**src/hdl/rbsi_pkg.sv**
```systemverilog
// Package for the ray/box slab intersection block: beat types, formats, queue sizing.
// No dependencies.
`default_nettype none

package rbsi_pkg;

  localparam int FRAC_BITS   = 16;
  localparam int DIR_FRAC    = 14;
  localparam int RECIP_SHIFT = DIR_FRAC + FRAC_BITS;
  localparam int NDIV        = RECIP_SHIFT + 1;
  localparam int QDEPTH      = 4;
  localparam int QAW         = $clog2(QDEPTH);

  typedef struct packed {
    logic signed [31:0] origin_x;
    logic signed [31:0] origin_y;
    logic signed [31:0] origin_z;
    logic signed [15:0] dir_x;
    logic signed [15:0] dir_y;
    logic signed [15:0] dir_z;
    logic signed [31:0] box_min_x;
    logic signed [31:0] box_min_y;
    logic signed [31:0] box_min_z;
    logic signed [31:0] box_max_x;
    logic signed [31:0] box_max_y;
    logic signed [31:0] box_max_z;
  } in_t;

  typedef struct packed {
    logic               hit;
    logic signed [31:0] t_near;
    logic signed [31:0] t_far;
  } out_t;

  typedef struct packed {
    logic signed [32:0] dlo;
    logic signed [32:0] dhi;
    logic signed [31:0] inv;
  } axis_t;

  typedef axis_t [2:0] qitem_t;

endpackage

`default_nettype wire

```
**src/hdl/rbsi_queue.sv**
```systemverilog
// Short queue between front and back parts. Depends on rbsi_pkg.
`default_nettype none

module rbsi_queue (
  input  wire logic             clk,
  input  wire logic             rst_n,
  input  wire logic             push,
  input  wire rbsi_pkg::qitem_t push_data,
  output logic                  full,
  input  wire logic             pop,
  output logic                  q_valid,
  output rbsi_pkg::qitem_t      q_data
);

  rbsi_pkg::qitem_t             mem [rbsi_pkg::QDEPTH];
  logic [rbsi_pkg::QAW-1:0]     wr_r, rd_r;
  logic [rbsi_pkg::QAW:0]       cnt_r;

  assign full    = (cnt_r == (rbsi_pkg::QAW+1)'(rbsi_pkg::QDEPTH));
  assign q_valid = (cnt_r != '0);
  assign q_data  = mem[rd_r];

  always_ff @(posedge clk) begin
    if (!rst_n) begin
      wr_r  <= '0;
      rd_r  <= '0;
      cnt_r <= '0;
    end else begin
      if (push) wr_r <= wr_r + 1'b1;
      if (pop && q_valid) rd_r <= rd_r + 1'b1;
      cnt_r <= cnt_r + (rbsi_pkg::QAW+1)'(push) - (rbsi_pkg::QAW+1)'(pop && q_valid);
    end
    if (push) mem[wr_r] <= push_data;
  end

endmodule

`default_nettype wire

```
**config.mk**
```make
export PLATFORM = sky130hd
export DESIGN_NAME = rbsi_queue
export DESIGN_NICKNAME = d
export VERILOG_FILES = /design/src/hdl/rbsi_pkg.sv /design/src/hdl/rbsi_queue.sv
export SDC_FILE = /design/constraint.sdc
export NUM_CORES = 1
export LEC_CHECK = 0
export ABC_AREA = 1
export BUFFER_PORTS_ARGS = -buffer_cell sky130_fd_sc_hd__buf_2
export CORE_ASPECT_RATIO = 0.5
export CORE_MARGIN = 1.5
export CORE_UTILIZATION = 50
export CTS_CLUSTER_SIZE = 24
export DETAILED_ROUTE_END_ITERATION = 8
export PLACE_DENSITY = 0.71
export SYNTH_ARGS = -nofsm -noshare
export SYNTH_HDL_FRONTEND = slang
export SYNTH_SLANG_ARGS = --single-unit
```
**constraint.sdc**
```tcl
create_clock -name clk -period 9.7 [get_ports clk]
set_input_delay 0.97 -clock clk [delete_from_list [all_inputs] [get_ports clk]]
set_output_delay 0.97 -clock clk [all_outputs]
set_load 0.05 [all_outputs]
```
==> results_dict.tcl <==
set metrics [dict create \
    outcome "finished, final reports clean" \
    critical_path.endpoint_type "output port" \
    setup_viol 0 \
    area.growth.synth_to_final_pct 16.5 \
    clock_tree.root_cell "sky130_fd_sc_hd__clkbuf_16" \
    detailroute.via_count 26400 \
    place.gp.congestion 0.794 \
    synthTopCellsByArea "sky130_fd_sc_hd__edfxtp_1, sky130_fd_sc_hd__o21ai_0, sky130_fd_sc_hd__nor2_1" \
    seq_pwr_share_pct 42.2 \
    ir_drop_v 0.000188 \
    fin_skew_ps 22.2 \
    chipHeight_um 212 \
    crit_fanout 202 \
    final_net_count 3731 \
    cts_buffer_count 101 \
    port-buffer-count 593 \
    initial_antenna_violation_count 41 \
    unrepaired_setup_endpoints_after_global_routing "no" \
    cts_setup_buffers 0 \
    largest_net_degree_at_the_start_of_global_routing 203 \
    switching_share_pct 36.7 \
    drt-vias-per-instance 5.60 \
    synth_largest_type_area_fraction_pct 80.9 \
    async_flop_share_pct 0 \
    die_area_sq_mm 0.0892 \
    final_routed_wire_length_divided_by_cell_count_um 21.9 \
    io_pins 594 \
    fin_cells 4712 \
    final.period_utilization_pct 52.8 \
    global_route.overflow_total 0 \
    count_of_standard_cell_rows 76 \
    synth_largest_area_cell "sky130_fd_sc_hd__edfxtp_1" \
    ctsResizeCount 0 \
    max_slew_vio_count 0 \
    post-route-min-period_ps 5120 \
    combined_area_of_all_synthesized_cells_sq_mm 0.0437 \
    first_pass_iteration_count_of_the_detailed_router 7 \
    p_leak_uw 0.0175 \
    combPwrFrac_pct 28.7 \
    power.density_cell_area_mw_per_mm2 278 \
    synthCells 2904 \
    drt_iter0_drc 2245 \
    cap_violations 0 \
    worstSetupPathType "register to output port" \
    final_layout_size_suffix_gt1_share_pct 22.0 \
    antenna_left 0 \
    synth_edf_count 1176 \
    first_global_vias 24900 \
    groute.usage.overall_pct 22.3 \
    post_cts_hold_buffer_count 0 \
    achievable-frequency_ghz 0.195 \
    synth-main-ff-cell "sky130_fd_sc_hd__edfxtp_1" \
    yosys.cell_types.count 19 \
    syn-num-nets 3209 \
    cp.required_ps 8730 \
    hold_violations 0 \
    hpwlAfterDp_um 56700 \
    cts_num_sinks 1185 \
    drc 0 \
    clk_transition_reported_paths_ps 70 \
    synthesis_warning_total 0 \
    yosys_register_bits 1185 \
    internal-power_uw 8940 \
    syn-mean-instance-area_sq_um 15.0 \
    total_switching_power_uw 5180 \
    post-place-cells 4493 \
    grt_pass1_wl_um 149000 \
    die_w_um 421 \
    cts_tree "built" \
    floorplan.core_area_sq_mm 0.0862 \
    wirelength_um 103000 \
    cts-htree-levels 3 \
    transition_time_of_the_tightest_slew_check_pin_ps 1180 \
    setup.worst_path.start_class "register" \
    timing.setup.tns_ps 0 \
    timing.max_slew.rel_slack_pct 21.4 \
    clk_latency_ps 700 \
    critical_path_arrival_ps 4150 \
    clkPwrFrac_pct 29.1 \
    clk_path_buf_depth 3 \
    ys_seq_area_share_pct 81.3 \
    initial_core_util_pct 50.6 \
    min_path_type "input pin to register" \
]
[state kept, by name (all words and copies together) (netlist names), named ones only]
register,cells
rd_r,2
mem,1176
wr_r,2
cnt_r,3
[cells in the mapped netlist (2+ instances only)]
| master | n |
|---|---|
| sky130_fd_sc_hd__clkbuf_1 | 119 |
| sky130_fd_sc_hd__nand3_1 | 2 |
| sky130_fd_sc_hd__dfxtp_1 | 9 |
| sky130_fd_sc_hd__a21oi_1 | 5 |
| sky130_fd_sc_hd__o21ai_0 | 564 |
| sky130_fd_sc_hd__edfxtp_1 | 1176 |
| sky130_fd_sc_hd__nand2_1 | 14 |
| sky130_fd_sc_hd__inv_2 | 2 |
| sky130_fd_sc_hd__inv_1 | 15 |
| sky130_fd_sc_hd__buf_2 | 48 |
| sky130_fd_sc_hd__nor2_1 | 594 |
| sky130_fd_sc_hd__buf_1 | 3 |
| sky130_fd_sc_hd__ha_1 | 6 |
| sky130_fd_sc_hd__buf_4 | 24 |
| sky130_fd_sc_hd__o21ai_1 | 26 |
| sky130_fd_sc_hd__o22ai_1 | 294 |
[final cells by class]
cell class | count | area, sq um
Fill cell | 6520 | 35400
Tap cell | 1170 | 1460
Sequential cell | 1185 | 35500
Antenna cell | 35 | 87.6
Multi-Input combinational cell | 1507 | 7210
Inverter | 17 | 109
Clock inverter | 57 | 614
Clock buffer | 127 | 2690
Timing Repair Buffer | 614 | 3190
[metal layers]
layer  vias up  share of wire, %  GRT usage (%)
met1     13200                37           27.0
li1      12100                 -              -
met5         -             0.043              0
met2       809                53           37.5
met3       260               4.5           4.09
met4         6               5.3           13.5
[kinds of logic after synthesis]
logic type,count (synthesis),share of synthesized area [%]
AOI/OAI and AO/OA,890,11.1
DFF,1185,81.3
adders and majority gates,7,0.218
buffers and inverters,212,2.18
and+or+nand+nor,610,5.25
[stage by stage]
step | setup WS, ps | hold slack [ps] | util [%] | power, uW | cell area (sq um)
3_5_place_dp | 5350 | 485 | 55.0 | 10100 | 47500
2_1_floorplan | 2420 | 448 | - | 9090 | 43700
3_3_place_gp | 5440 | 466 | 55.0 | 10100 | 47500
6_report | 4580 | 477 | 59.0 | 14100 | 50900
4_1_cts | 4560 | 429 | 58.9 | 14200 | 50800
5_1_grt | 4380 | 436 | 59.0 | 14600 | 50900
[power by group through the flow]
stage	clock, uW	sequential [uW]	combinational (uW)
6_report	4110	5960	4050
5_1_grt	4360	5980	4260
4_1_cts	4160	5960	4060
3_5_place_dp	0	6070	4050
3_3_place_gp	0	6060	3990
2_1_floorplan	0	6070	3020
[layout by cell type, fill, tap and decap left out, drive strengths merged]
cell type | Yosys | routed
edfxtp | 1176 | 1176
buf | 76 | 614
nor2 | 594 | 594
o21ai | 590 | 590
o22ai | 294 | 294
clkbuf | 119 | 127
diode | 0 | 35
clkinv | 0 | 35
inv | 17 | 24
nand2 | 14 | 14
bufinv | 0 | 12
dfxtp | 9 | 9
ha | 6 | 6
a21oi | 5 | 5
clkinvlp | 0 | 3
nand3 | 2 | 2
a21boi | 1 | 1
fa | 1 | 1
[worst paths after layout]
| check | from | endpoint | slack, ps | cells past startpoint |
|---|---|---|---|---|
| worst max-delay path | register | q_data[178] | 4580 | 5 |
| worst min-delay path | push_data[264] | mem[3][264]$_DFFE_PP_ | 480 | 1 |
| worst min register to register | rd_r[0]$_SDFFE_PN0P_ | rd_r[0]$_SDFFE_PN0P_ | 500 | 2 |
| worst max register to register | wr_r[0]$_SDFFE_PN0P_ | mem[0][82]$_DFFE_PP_ | 7020 | 5 |
[critical path, stage by stage, from the launching register on]
cell and delay [ps]:
sky130_fd_sc_hd__dfxtp_4 920, sky130_fd_sc_hd__buf_12 570, sky130_fd_sc_hd__buf_4 840, sky130_fd_sc_hd__o21ai_0 220
sky130_fd_sc_hd__o22ai_1 260, sky130_fd_sc_hd__buf_2 300
Note: power is estimated with default switching activity, not from simulation.
